## config.mk

```make
export PLATFORM = sky130hd
export DESIGN_NAME = jls_ctrl
export DESIGN_NICKNAME = d
export VERILOG_FILES = /design/src/rtl/core/jls_pkg.sv /design/src/rtl/core/jls_ctrl.sv
export SDC_FILE = /design/constraint.sdc
export NUM_CORES = 1
export LEC_CHECK = 0
export BUFFER_PORTS_ARGS = -buffer_cell sky130_fd_sc_hd__buf_4
export CORE_MARGIN = 1.5
export CORE_UTILIZATION = 36
export CTS_BUF_LIST = sky130_fd_sc_hd__clkbuf_2
export DETAILED_ROUTE_END_ITERATION = 6
export GPL_ROUTABILITY_DRIVEN = 0
export SYNTH_ARGS = -nofsm -noshare
export SYNTH_HDL_FRONTEND = slang
export SYNTH_SLANG_ARGS = --single-unit
```

## constraint.sdc

```tcl
create_clock -name i_clk -period 2.04 [get_ports i_clk]
set_input_delay 0.408 -clock i_clk [delete_from_list [all_inputs] [get_ports i_clk]]
set_output_delay 0.408 -clock i_clk [all_outputs]
set_load 0.02 [all_outputs]
```

## src/rtl/core/jls_pkg.sv

```systemverilog
// jacobi linear solver: shared types, command codes and constants
// used by the controller, the datapath and the divider; no dependencies
`default_nettype none

package jls_pkg;

    localparam int DW     = 32;   // q16.16 data width
    localparam int IDX_W  = 5;    // loop index width, holds 0..16
    localparam int OP_W   = 5;
    localparam int CFG_IDX_W = 2;
    localparam int CFG_DW    = 31;

    localparam logic [DW-1:0] ONE_Q16 = 32'h0001_0000;
    localparam int DIV_STEPS = 64;

    // configuration register indexes
    localparam logic [CFG_IDX_W-1:0] CFG_SIZE  = 2'd0;
    localparam logic [CFG_IDX_W-1:0] CFG_TOL   = 2'd1;
    localparam logic [CFG_IDX_W-1:0] CFG_LIMIT = 2'd2;

    // input kinds
    localparam logic OPK_LOAD  = 1'b0;
    localparam logic OPK_START = 1'b1;

    // result status codes
    localparam logic [1:0] ST_CONVERGED = 2'd0;
    localparam logic [1:0] ST_LIMIT     = 2'd1;
    localparam logic [1:0] ST_ZERO_DIAG = 2'd2;

    // datapath commands
    localparam logic [OP_W-1:0] OP_NOP       = 5'd0;
    localparam logic [OP_W-1:0] OP_LOAD      = 5'd1;
    localparam logic [OP_W-1:0] OP_START     = 5'd2;
    localparam logic [OP_W-1:0] OP_NORM_CLR  = 5'd3;
    localparam logic [OP_W-1:0] OP_RD_MAT    = 5'd4;
    localparam logic [OP_W-1:0] OP_RD_BOTH   = 5'd5;
    localparam logic [OP_W-1:0] OP_MUL_SQ    = 5'd6;
    localparam logic [OP_W-1:0] OP_NORM_ACC  = 5'd7;
    localparam logic [OP_W-1:0] OP_DOM_CHK   = 5'd8;
    localparam logic [OP_W-1:0] OP_VEC_INIT  = 5'd9;
    localparam logic [OP_W-1:0] OP_MUL_TOL   = 5'd10;
    localparam logic [OP_W-1:0] OP_SW_BEGIN  = 5'd11;
    localparam logic [OP_W-1:0] OP_ROW_BEGIN = 5'd12;
    localparam logic [OP_W-1:0] OP_MUL_AX    = 5'd13;
    localparam logic [OP_W-1:0] OP_SUM_ACC   = 5'd14;
    localparam logic [OP_W-1:0] OP_NUM       = 5'd15;
    localparam logic [OP_W-1:0] OP_DIV_Q     = 5'd16;
    localparam logic [OP_W-1:0] OP_XNEW      = 5'd17;
    localparam logic [OP_W-1:0] OP_DIV_R     = 5'd18;
    localparam logic [OP_W-1:0] OP_RATIO     = 5'd19;
    localparam logic [OP_W-1:0] OP_MUL_RR    = 5'd20;
    localparam logic [OP_W-1:0] OP_ACC       = 5'd21;
    localparam logic [OP_W-1:0] OP_SW_END    = 5'd22;
    localparam logic [OP_W-1:0] OP_FINISH    = 5'd23;
    localparam logic [OP_W-1:0] OP_RD_OUT    = 5'd24;
    localparam logic [OP_W-1:0] OP_OUT_LD    = 5'd25;

    typedef struct packed {
        logic [OP_W-1:0]  op;
        logic [IDX_W-1:0] i;
        logic [IDX_W-1:0] j;
    } t_cmd;

    typedef struct packed {
        logic [IDX_W-1:0] sz;        // unknowns in use
        logic             div_done;
        logic             zero_diag;
        logic             more;      // another sweep is needed
        logic             out_free;
    } t_sts;

endpackage

`default_nettype wire

```

## src/rtl/core/jls_ctrl.sv

```systemverilog
// jacobi linear solver controller: sequences dominance check, sweeps and result beats
// drives jls_dp through t_cmd and reads t_sts; uses jls_pkg
`default_nettype none

module jls_ctrl import jls_pkg::*; (
    input  wire logic i_clk,
    input  wire logic i_rst_n,
    input  wire logic i_in_valid,
    input  wire logic i_in_op,
    output logic      o_in_ready,
    input  wire t_sts i_sts,
    output t_cmd      o_cmd
);

    localparam logic [4:0] S_IDLE      = 5'd0;
    localparam logic [4:0] S_DOM_CLR   = 5'd1;
    localparam logic [4:0] S_DOM_RD    = 5'd2;
    localparam logic [4:0] S_DOM_MUL   = 5'd3;
    localparam logic [4:0] S_DOM_ACC   = 5'd4;
    localparam logic [4:0] S_DOM_CHK   = 5'd5;
    localparam logic [4:0] S_INIT      = 5'd6;
    localparam logic [4:0] S_TOL       = 5'd7;
    localparam logic [4:0] S_SW_BEGIN  = 5'd8;
    localparam logic [4:0] S_ROW_BEGIN = 5'd9;
    localparam logic [4:0] S_SW_RD     = 5'd10;
    localparam logic [4:0] S_SW_MUL    = 5'd11;
    localparam logic [4:0] S_SW_ACC    = 5'd12;
    localparam logic [4:0] S_B_RD      = 5'd13;
    localparam logic [4:0] S_NUM       = 5'd14;
    localparam logic [4:0] S_DIVQ_GO   = 5'd15;
    localparam logic [4:0] S_DIVQ_WAIT = 5'd16;
    localparam logic [4:0] S_XNEW      = 5'd17;
    localparam logic [4:0] S_DIVR_GO   = 5'd18;
    localparam logic [4:0] S_DIVR_WAIT = 5'd19;
    localparam logic [4:0] S_RATIO     = 5'd20;
    localparam logic [4:0] S_RR        = 5'd21;
    localparam logic [4:0] S_ACC       = 5'd22;
    localparam logic [4:0] S_SW_END    = 5'd23;
    localparam logic [4:0] S_CHECK     = 5'd24;
    localparam logic [4:0] S_FINISH    = 5'd25;
    localparam logic [4:0] S_OUT_RD    = 5'd26;
    localparam logic [4:0] S_OUT_LD    = 5'd27;

    logic [4:0]       r_state, n_state;
    logic [IDX_W-1:0] r_i, n_i;
    logic [IDX_W-1:0] r_j, n_j;
    logic [OP_W-1:0]  op;
    logic [IDX_W-1:0] last;
    logic             i_last;
    logic             j_last;

    assign last   = i_sts.sz - 1'b1;
    assign i_last = r_i == last;
    assign j_last = r_j == last;

    always_comb begin
        n_state = r_state;
        n_i     = r_i;
        n_j     = r_j;
        op      = OP_NOP;
        unique case (r_state)
            S_IDLE: begin
                if (i_in_valid) begin
                    if (i_in_op == OPK_START) begin
                        op      = OP_START;
                        n_i     = '0;
                        n_state = S_DOM_CLR;
                    end else begin
                        op = OP_LOAD;
                    end
                end
            end
            S_DOM_CLR: begin
                op      = OP_NORM_CLR;
                n_j     = '0;
                n_state = S_DOM_RD;
            end
            S_DOM_RD: begin
                op      = OP_RD_MAT;
                n_state = S_DOM_MUL;
            end
            S_DOM_MUL: begin
                op      = OP_MUL_SQ;
                n_state = S_DOM_ACC;
            end
            S_DOM_ACC: begin
                op = OP_NORM_ACC;
                if (j_last) n_state = S_DOM_CHK;
                else begin
                    n_j     = r_j + 1'b1;
                    n_state = S_DOM_RD;
                end
            end
            S_DOM_CHK: begin
                op = OP_DOM_CHK;
                if (i_last) begin
                    n_i     = '0;
                    n_state = S_INIT;
                end else begin
                    n_i     = r_i + 1'b1;
                    n_state = S_DOM_CLR;
                end
            end
            S_INIT: begin
                op = OP_VEC_INIT;
                if (i_last) n_state = S_TOL;
                else        n_i = r_i + 1'b1;
            end
            S_TOL: begin
                op  = OP_MUL_TOL;
                n_i = '0;
                n_state = i_sts.zero_diag ? S_FINISH : S_SW_BEGIN;
            end
            S_SW_BEGIN: begin
                op      = OP_SW_BEGIN;
                n_i     = '0;
                n_state = S_ROW_BEGIN;
            end
            S_ROW_BEGIN: begin
                op      = OP_ROW_BEGIN;
                n_j     = '0;
                n_state = S_SW_RD;
            end
            S_SW_RD: begin
                op      = OP_RD_BOTH;
                n_state = S_SW_MUL;
            end
            S_SW_MUL: begin
                op      = OP_MUL_AX;
                n_state = S_SW_ACC;
            end
            S_SW_ACC: begin
                op = OP_SUM_ACC;
                if (j_last) begin
                    n_j     = i_sts.sz;   // right-hand side column
                    n_state = S_B_RD;
                end else begin
                    n_j     = r_j + 1'b1;
                    n_state = S_SW_RD;
                end
            end
            S_B_RD: begin
                op      = OP_RD_MAT;
                n_state = S_NUM;
            end
            S_NUM: begin
                op      = OP_NUM;
                n_state = S_DIVQ_GO;
            end
            S_DIVQ_GO: begin
                op      = OP_DIV_Q;
                n_state = S_DIVQ_WAIT;
            end
            S_DIVQ_WAIT: begin
                if (i_sts.div_done) n_state = S_XNEW;
            end
            S_XNEW: begin
                op      = OP_XNEW;
                n_state = S_DIVR_GO;
            end
            S_DIVR_GO: begin
                op      = OP_DIV_R;
                n_state = S_DIVR_WAIT;
            end
            S_DIVR_WAIT: begin
                if (i_sts.div_done) n_state = S_RATIO;
            end
            S_RATIO: begin
                op      = OP_RATIO;
                n_state = S_RR;
            end
            S_RR: begin
                op      = OP_MUL_RR;
                n_state = S_ACC;
            end
            S_ACC: begin
                op = OP_ACC;
                if (i_last) n_state = S_SW_END;
                else begin
                    n_i     = r_i + 1'b1;
                    n_state = S_ROW_BEGIN;
                end
            end
            S_SW_END: begin
                op      = OP_SW_END;
                n_state = S_CHECK;
            end
            S_CHECK: begin
                n_state = i_sts.more ? S_SW_BEGIN : S_FINISH;
            end
            S_FINISH: begin
                op      = OP_FINISH;
                n_i     = '0;
                n_state = S_OUT_RD;
            end
            S_OUT_RD: begin
                op      = OP_RD_OUT;
                n_state = S_OUT_LD;
            end
            S_OUT_LD: begin
                if (i_sts.out_free) begin
                    op = OP_OUT_LD;
                    if (i_last) n_state = S_IDLE;
                    else begin
                        n_i     = r_i + 1'b1;
                        n_state = S_OUT_RD;
                    end
                end
            end
            default: n_state = S_IDLE;
        endcase
    end

    always_ff @(posedge i_clk) begin
        if (!i_rst_n) begin
            r_state <= S_IDLE;
            r_i     <= '0;
            r_j     <= '0;
        end else begin
            r_state <= n_state;
            r_i     <= n_i;
            r_j     <= n_j;
        end
    end

    assign o_in_ready = r_state == S_IDLE;
    assign o_cmd.op   = op;
    assign o_cmd.i    = r_i;
    assign o_cmd.j    = r_j;

    a_out_slot: assert property (@(posedge i_clk) disable iff (!i_rst_n)
        op == OP_OUT_LD |-> i_sts.out_free)
        else $error("result beat loaded over a pending one");

    a_row_range: assert property (@(posedge i_clk) disable iff (!i_rst_n)
        r_state != S_IDLE |-> r_i < i_sts.sz)
        else $error("row index beyond system size");

    a_div_align: assert property (@(posedge i_clk) disable iff (!i_rst_n)
        i_sts.div_done |-> (r_state == S_DIVQ_WAIT || r_state == S_DIVR_WAIT))
        else $error("divider finished outside a wait state");

endmodule

`default_nettype wire
```

=== Word level (Yosys, flattened, before mapping) ===
Cells that the tools add are included.

* Memory bits (writable): 0
* Bits of input ports: 13
* Bits in registers: 15
* Latch bits: 0
* Memories kept: 0
* ROM bits: 0

* Reductions and logical operators: 10
* Bitwise operators: 0
* Shift operators: 0
* Add/sub/neg operators: 3
* Div/mod/pow operators: 0
* Multiplexer cells: 27
* Eq/ne operators: 36
* $lt $le $gt $ge: 0
* $mul: 0

{| class="wikitable"
|+ Operators by type and width
! kind !! number
|-
| 5-bit case mux with 28 select lines || 1
|-
| 5-bit case mux with 24 select lines || 1
|-
| 5-bit 2-to-1 mux || 18
|-
| 5-bit == test (second input constant) || 12
|-
| 5-bit by 4-bit == test with 1-bit output (second input constant) || 8
|-
| 5-bit case mux with 5 select lines || 1
|-
| 5-bit by 3-bit == test with 1-bit output (second input constant) || 4
|-
| 5-bit case mux with 3 select lines || 1
|-
| 2-bit != test (second input constant) || 7
|-
| 5-bit by 1-bit adder with 5-bit output (second input constant) || 2
|-
| 5-bit by 2-bit == test with 1-bit output (second input constant) || 2
|-
| 5-bit == test || 2
|-
| 3-bit 2-to-1 mux || 3
|-
| 6-bit AND reduction || 1
|-
| 2-bit OR reduction || 3
|-
| 5-bit by 1-bit == test with 1-bit output (second input constant) || 1
|-
| 5-bit zero test || 1
|-
| 5-bit nonzero test || 1
|-
| 5-bit by 1-bit subtractor with 5-bit output (second input constant) || 1
|-
| 2-bit 2-to-1 mux || 2
|-
| 4-bit AND reduction || 1
|-
| 3-bit nonzero test || 1
|-
| 3-bit OR reduction || 1
|-
| 2-bit AND reduction || 1
|}

=== Longest topological paths before layout ===
Gate-level depths: netlist (run 1).

* Depth in word-level cells: 5
* Mapped depth: 10
* Depth with buffers taken out: 9

=== Least setup slack after synthesis (run 1) ===
OpenSTA, ideal clock, no wires.

* Path kind: reg-to-output
* Start: register r_state[0]
* End: output o_cmd[14] (netlist name)
* Path slack: -242 ps
* Required time: 1632 ps
* Cell stages (with the launch flop): 7
* Path buffers: 3
* Arrival: 1874 ps
* Path through: dfxtp_1 -> clkbuf_1 -> clkbuf_1 -> clkbuf_1 -> a21boi_0 -> o21ai_0 -> o21ai_0

{| class="wikitable"
|+ RTL lines
! what !! RTL line !! RTL
|-
| start, declared || jls_ctrl.sv:44 || <nowiki>logic [4:0] r_state, n_state;</nowiki>
|-
| start signal, assigned || jls_ctrl.sv:220 || <nowiki>r_state <= n_state;</nowiki>
|-
| end, declared || jls_ctrl.sv:12 || <nowiki>output t_cmd o_cmd</nowiki>
|}

=== Worst setup path in the final report (run 1) ===
* Start: input i_sts[4] (netlist name)
* End: register r_j[2]

* Longest elaborated chain between the ends: 4

{| class="wikitable"
|+ Ends and longest elaborated chain
! what !! RTL line !! RTL
|-
| start, declared || jls_ctrl.sv:11 || <nowiki>input wire t_sts i_sts,</nowiki>
|-
| 5-bit by 1-bit subtractor with 5-bit output * || jls_ctrl.sv:52 || <nowiki>assign last = i_sts.sz - 1'b1;</nowiki>
|-
| 5-bit == test * || jls_ctrl.sv:54 || <nowiki>assign j_last = r_j == last;</nowiki>
|-
| 5-bit 2-to-1 mux / 2-bit != test (equally long branches) || -- ||
|-
| 5-bit case mux with 3 select lines / 2-bit AND reduction (equally long branches) || -- ||
|-
| end signal, assigned || jls_ctrl.sv:222 || <nowiki>r_j <= n_j;</nowiki>
|-
| end, declared || jls_ctrl.sv:46 || <nowiki>logic [IDX_W-1:0] r_j, n_j;</nowiki>
|}

Every way passes the cells marked *; elsewhere a longest branch is shown, timed or not.
A chain may end at the register's enable or synchronous reset.

==> results of run 1 <==
-- worst register-to-register path, delay by kind of cell, from the launching register on --
family	cells	cell delay [ns]
xor+xnor	1	0.39
flops	1	0.38
compound gates	3	0.47
simple gates	2	0.67
-- layer usage --
metal / vias up / share of wire
met4: 0 / 0.0061
met1: 894 / 0.48
met5: - / 0
met3: 2 / 0.054
met2: 67 / 0.46
li1: 1001 / -
-- timing repair --
action	in CTS	in global routing
setup buffers	0	3
pin swaps	0	2
gates resized for setup	15	25
endpoints found under the setup margin	5	13
gates cloned	0	1
-- sequential cells by signal, summed over array words and instances (netlist names) --
name and cells:
r_state 5, r_i 5, r_j 5
-- worst max path at each step --
stage / end / start / depth (start not counted)
floorplan: r_j[2] / i_sts[4] / 9
global placement: r_state[0] / i_sts[4] / 10
detailed placement: r_j[2] / i_sts[4] / 10
CTS: o_cmd[10] / r_state[4] / 6
global route: o_cmd[11] / r_state[1] / 7
finish: r_j[2] / i_sts[4] / 10
-- report_power, final --
part           switching (mW)  leakage (nW)  internal [mW]
clock                   0.102        0.0166         0.0520
sequential             0.0795         0.125          0.337
combinational           0.665         0.831          0.609
-- kinds of logic (layout without fill, tap and decap cells) --
group / Yosys count / in the layout / share of synthesized area
DFF: 15 / 15 / 0.176
adders and majority gates: 3 / 3 / 0.0220
muxes: 3 / 3 / 0.0176
and+or+nand+nor: 106 / 106 / 0.320
xor gates and xnor gates: 12 / 12 / 0.0784
buffers and inverters: 28 / 77 / 0.0630
AOI/OAI and AO/OA: 80 / 80 / 0.323
-- metrics by stage --
step	worst slack [ns]	total power [mW]	area, sq um
3_3_place_gp	-0.238	1.54	2180
5_1_grt	-0.0412	1.99	2380
2_1_floorplan	-0.0608	1.13	1750
4_1_cts	0.00690	1.73	2240
6_report	0.0369	1.84	2380
3_5_place_dp	-0.249	1.53	2180
-- placed cells by master (no fill, tap or decap), types with 5 or more instances in the layout --
| cell | instances |
|---|---|
| nand2b_1 | 10 |
| a31oi_1 | 7 |
| a21oi_1 | 11 |
| nor2_1 | 18 |
| buf_4 | 57 |
| inv_1 | 7 |
| o21ai_0 | 10 |
| nand3_1 | 5 |
| o21ai_1 | 12 |
| dfxtp_4 | 5 |
| dfxtp_1 | 10 |
| nand2_1 | 33 |
| xor2_1 | 5 |
| nor3_1 | 7 |
-- cell type report --
cell class	count	area, sq um	area share
repair buffers	64	538	0.226
inverters	9	33.8	0.0142
well taps	52	65.1	0.0274
multi-input cells	204	1400	0.589
clock buffers	4	20.0	0.00842
flip-flops and latches	15	319	0.134
==> reports/qor.csv, run 1 <==
stage,metric,value,unit
synthesis,syn_nets,263,
floorplanning,core,4440,sq um
sta,skew,0.00441,ns
sta,rsz0062_at_grt,yes,
place,port_buffers,28,
sta,tightestPinTransition,0.368,ns
routing,antenna_left,0,
global_route,grtUsageTotal,0.198,
floorplanning,initial_core_util,0.384,
global_route,met3_usage,0.0352,
synthesis,avgSynthCellArea,6.91,sq um
clock_tree,cts_buffers,3,
routing,drc_errors,0,
clock_tree,clockRootBuffer,clkbuf_2,
routing,routed_wl,5.07,mm
sta,finalCritPeriodShare,0.982,
run_status,status,completed,
global_route,grt_overflow,0,
clock_tree,clock_latency,0.29,ns
worst_setup_path,critPathTopFamily,simple AND/OR/NAND/NOR gates,
synthesis,netlist_area,1710,sq um
sta,period_needed,2.00,ns
worst_setup_path,reg2reg_depth,6,
synthesis,synth_edf_count,0,
synthesis,synth_commonest_cells,"nand2_1 (34), nor2_1 (19), o21ai_0 (18)",
sta,fmax,499,MHz
synthesis,synth_flop_cell,dfxtp_1,
floorplanning,io_pins,29,
cells_and_area,finalNetCount,313,
clock_tree,cts.path.max_buffers,2,
worst_setup_path,end_kind,flop,
worst_setup_path,critPathRequiredTime,2.28,ns
cells_and_area,final_cell_count_no_fill,348,
cells_and_area,area_delta_synth_final,39.3,%
worst_setup_path,cp_data_arrival_time,2.24,ns
cells_and_area,antenna_cells,0,
global_route,grt_use_met1,0.297,
worst_setup_path,slowest_stage,or4_1,
worst_setup_path,crit_path_max_incr_delay,0.46,ns
cells_and_area,fillers,426,
place,dp.cells,340,
synthesis,synthCells,247,
worst_setup_path,critPathBufInv,2,
synthesis,synth_top_cell_by_area,dfxtp_1,
place,dp_hpwl,3.80,mm
synthesis,synthTopCellsByArea,"dfxtp_1 (18%), nand2_1 (7.5%), o21ai_0 (5.3%)",
sta,hold_ws,0.419,ns
global_route,busiest_layer,met1,
sta,drv_slew,0,
hold_path,whs_path_depth,2,
job,cap_violations,0,
clock_tree,cts_tree,built,
floorplanning,fp.dieH,71.9,um
worst_setup_path,cp_max_fo,6,
global_route,grt_pass1_wl,8.25,mm
sta,setup_viol,0,
clock_tree,h-tree-depth,1,
worst_setup_path,ff2ff_setup_slack,0.08,ns
sta,tns,0,ns
floorplanning,row_count,24,
clock_tree,postCtsHoldBufs,0,
synthesis,async_reset_ff_frac,0,
hold_path,min_from,i_rst_n,
global_route,grt_use_met2,0.294,
floorplanning,dieArea,5160,sq um
routing,drt_iter0_drc,134,
routing,drt_first_pass_iters,6,
routing,via_per_inst,5.64,
routing,num_vias,1964,
hold_path,hp-class,input pin to flop,
cells_and_area,drive_gt1_frac,0.331,
sta,slew_headroom,0.755,
cells_and_area,post-route-util,0.535,
clock_tree,cts_sinks,15,
worst_setup_path,start_kind,input pin,
global_route,antenna_found_initial,0,
sta,hold_viol,0,
pwr,ir_worst_vdd,0.329,mV
synthesis,synth.distinct_cells,57,
floorplanning,die_w,71.9,um
hold_path,hold_end,r_state[0],
worst_setup_path,crit_type,input pin to flop,
worst_setup_path,r2r_end,r_j[2],
clock_tree,path_clk_slew,0.16,ns
synthesis,synth.most_common_cell,nand2_1,
pwr,powerDensity,776,nW/um^2
worst_setup_path,reg2reg_from,r_j[3],
synthesis,synth_seq_cells,15,
global_route,grt_pass1_vias,1753,
synthesis,seq_area_frac_synth,0.176,
global_route,grt_max_degree,26,
routing,wl_per_cell,14.6,um
synthesis,yosysWarnings,0,
synthesis,netlist.area_leader.share,0.176,
worst_setup_path,crit_chain,"buf_4, inv_1, ha_4, nor3b_1, nand3_1, and4_4, o211a_4, or4_1, a211o_1, o21ai_2",
pwr,leakagePower,0.973,nW
No activity file was read; power rests on OpenSTA's default activity.
==> inputs of run 2 (changes only) <==
--- a/config.mk
+++ b/config.mk
@@ -11,6 +11,7 @@
 export CTS_BUF_LIST = sky130_fd_sc_hd__clkbuf_2
 export DETAILED_ROUTE_END_ITERATION = 6
 export GPL_ROUTABILITY_DRIVEN = 0
+export RECOVER_POWER = 25
 export SYNTH_ARGS = -nofsm -noshare
 export SYNTH_HDL_FRONTEND = slang
 export SYNTH_SLANG_ARGS = --single-unit
==> reports/qor.csv, run 2 (synthesis gave the netlist of run 1 again) <==
stage,metric,value,unit,change
worst_setup_path,cp_max_fo,6,,unchanged
routing,drc_errors,0,,unchanged
cells_and_area,finalNetCount,313,,unchanged
cells_and_area,final_cell_count_no_fill,348,,unchanged
global_route,antenna_found_initial,0,,unchanged
clock_tree,cts_buffers,3,,unchanged
job,cap_violations,0,,unchanged
sta,drv_slew,0,,unchanged
cells_and_area,post-route-util,0.530,,-0.00507
cells_and_area,drive_gt1_frac,0.311,,-0.0203
worst_setup_path,r2r_end,r_j[2],,
routing,routed_wl,5.08,mm,+0.24%
cells_and_area,antenna_cells,0,,unchanged
floorplanning,row_count,24,,unchanged
floorplanning,dieArea,5160,sq um,unchanged
floorplanning,die_w,71.9,um,unchanged
place,dp_hpwl,3.80,mm,unchanged
sta,hold_viol,0,,unchanged
cells_and_area,reg_top3,"r_i (5), r_j (5), r_state (5)",,
cells_and_area,regArea,319,sq um,unchanged
worst_setup_path,start_kind,input pin,,
worst_setup_path,critPathRequiredTime,2.28,ns,about the same
cells_and_area,stdcell_area,2350,sq um,-0.95%
sta,setup_viol,0,,unchanged
clock_tree,clockRootBuffer,clkbuf_2,,
floorplanning,fp.dieH,71.9,um,unchanged
pwr,comb_power_share,0.689,,-0.002
place,place_area,2180,sq um,unchanged
floorplanning,initial_core_util,0.384,,unchanged
pwr,ir_worst_vdd,0.329,mV,about the same
pwr,p_seq_frac,0.227,,about the same
sta,fmax,499,MHz,about the same
cells_and_area,multi_input_area,1400,sq um,unchanged
sta,rsz0062_at_grt,yes,,
floorplanning,core,4440,sq um,unchanged
run_status,status,completed,,
sta,period_needed,2.00,ns,+0.0000700 ns
clock_tree,postCtsHoldBufs,0,,unchanged
sta,tightestPinTransition,0.368,ns,unchanged
cells_and_area,fillers,436,,+2.3%
routing,num_vias,1965,,+0.051%
worst_setup_path,ff2ff_setup_slack,0.08,ns,about the same
cells_and_area,final_common_cell,buf_4,,
global_route,grtUsageTotal,0.198,,unchanged
clock_tree,clock_latency,0.29,ns,about the same
pwr,clkPwrFrac,0.084,,about the same
global_route,grt_pass1_vias,1753,,unchanged
floorplanning,io_pins,29,,unchanged
sta,finalCritPeriodShare,0.982,,about the same
clock_tree,cts_sinks,15,,unchanged
sta,skew,0.00441,ns,+0.00000211 ns
global_route,grt_max_degree,26,,unchanged
worst_setup_path,crit_chain,"buf_4, inv_1, ha_4, nor3b_1, nand3_1, and4_4, o211a_4, or4_1, a211o_1, o21ai_2",,
routing,via_per_inst,5.65,,about the same
place,port_buffers,28,,unchanged
routing,drt_first_pass_iters,6,,unchanged
worst_setup_path,crit_path_max_incr_delay,0.46,ns,about the same
worst_setup_path,end_kind,flop,,
routing,wl_per_cell,14.6,um,+0.24%
worst_setup_path,cp-startpoint,i_sts[4],,
worst_setup_path,cp_data_arrival_time,2.24,ns,about the same
pwr,leakagePower,0.947,nW,-2.6%
worst_setup_path,setup.worst_path.end,r_j[2],,
global_route,grt_pass1_wl,8.25,mm,unchanged
pwr,powerDensity,779,nW/um^2,+0.45%
worst_setup_path,slowest_stage,or4_1,,
pwr,p_sw_frac,0.461,,+0.00225
routing,drt_iter0_drc,134,,unchanged
pwr,internal_power,989,uW,-0.91%
worst_setup_path,crit_type,input pin to flop,,
clock_tree,path_clk_slew,0.16,ns,about the same
sta,slew_headroom,0.755,,unchanged
global_route,grt_overflow,0,,unchanged
hold_path,hp-class,input pin to flop,,
clock_tree,cts.path.max_buffers,2,,unchanged
cells_and_area,layout_common_cells,"buf_4 (51), nand2_1 (33), nor2_1 (18)",,
worst_setup_path,reg2reg_from,r_j[3],,
cells_and_area,area_delta_synth_final,38.0,%,
routing,antenna_left,0,,unchanged
place,dp.cells,340,,unchanged
worst_setup_path,reg2reg_depth,6,,unchanged
clock_tree,h-tree-depth,1,,unchanged
clock_tree,cts_tree,built,,
pwr,switchingPower,846,uW,about the same
run 2: layout make-up:
cell class              count  area share
multi-input cells         204       0.595
repair buffers             64       0.219
flip-flops and latches     15       0.135
well taps                  52      0.0276
inverters                   9      0.0143
clock buffers               4     0.00850
run 2: what timing repair did:
| item | CTS | global route |
|---|---|---|
| gates cloned | 0 | 1 |
| gates resized for setup | 15 | 25 |
| pin swaps | 0 | 2 |
| setup buffers | 0 | 3 |
| endpoints found under the setup margin | 5 | 13 |
run 2: power groups by stage:
stage / Clock [mW] / Combinational, mW / Sequential (mW)
detailed placement: 0 / 1.13 / 0.403
finish: 0.154 / 1.26 / 0.417
CTS: 0.165 / 1.16 / 0.408
floorplan: 0 / 0.739 / 0.394
global route: 0.176 / 1.38 / 0.424
global placement: 0 / 1.13 / 0.407
run 2: metal layers:
metal  GRT usage  up-vias  share of wire  wire length, um
met3      0.0352        2          0.056              282
met5           0        -              0                0
li1            -     1001              -                -
met1       0.297      895           0.48             2430
met2       0.294       67           0.46             2340
met4      0.0440        0         0.0061               31
run 2: worst max-delay path, delay by kind of cell:
family	cells	cell delay (ns)
and+or+nand+nor	4	1.00
buffers and inverters	2	0.21
adders and majority gates	1	0.17
AOI/OAI and AO/OA	3	0.47
run 2: stage by stage:
step / hold WS, ns / worst slack, ns / power (mW) / setup TNS, ns
2_1_floorplan: 0.574 / -0.0608 / 1.13 / -0.0825
3_3_place_gp: 0.516 / -0.238 / 1.54 / -2.63
6_report: 0.419 / 0.0368 / 1.84 / 0
3_5_place_dp: 0.518 / -0.249 / 1.53 / -2.88
4_1_cts: 0.400 / 0.00690 / 1.73 / 0
5_1_grt: 0.386 / -0.0412 / 1.98 / -0.0977
run 2: how the worst min path moves through the flow:
stage / depth (start not counted) / endpoint / from
2_1_floorplan: 2 / r_i[1] / r_i[1]
3_3_place_gp: 2 / r_i[1] / r_i[1]
3_5_place_dp: 2 / r_i[1] / r_i[1]
4_1_cts: 2 / r_state[0] / i_rst_n
5_1_grt: 2 / r_state[0] / i_rst_n
6_report: 2 / r_state[0] / i_rst_n
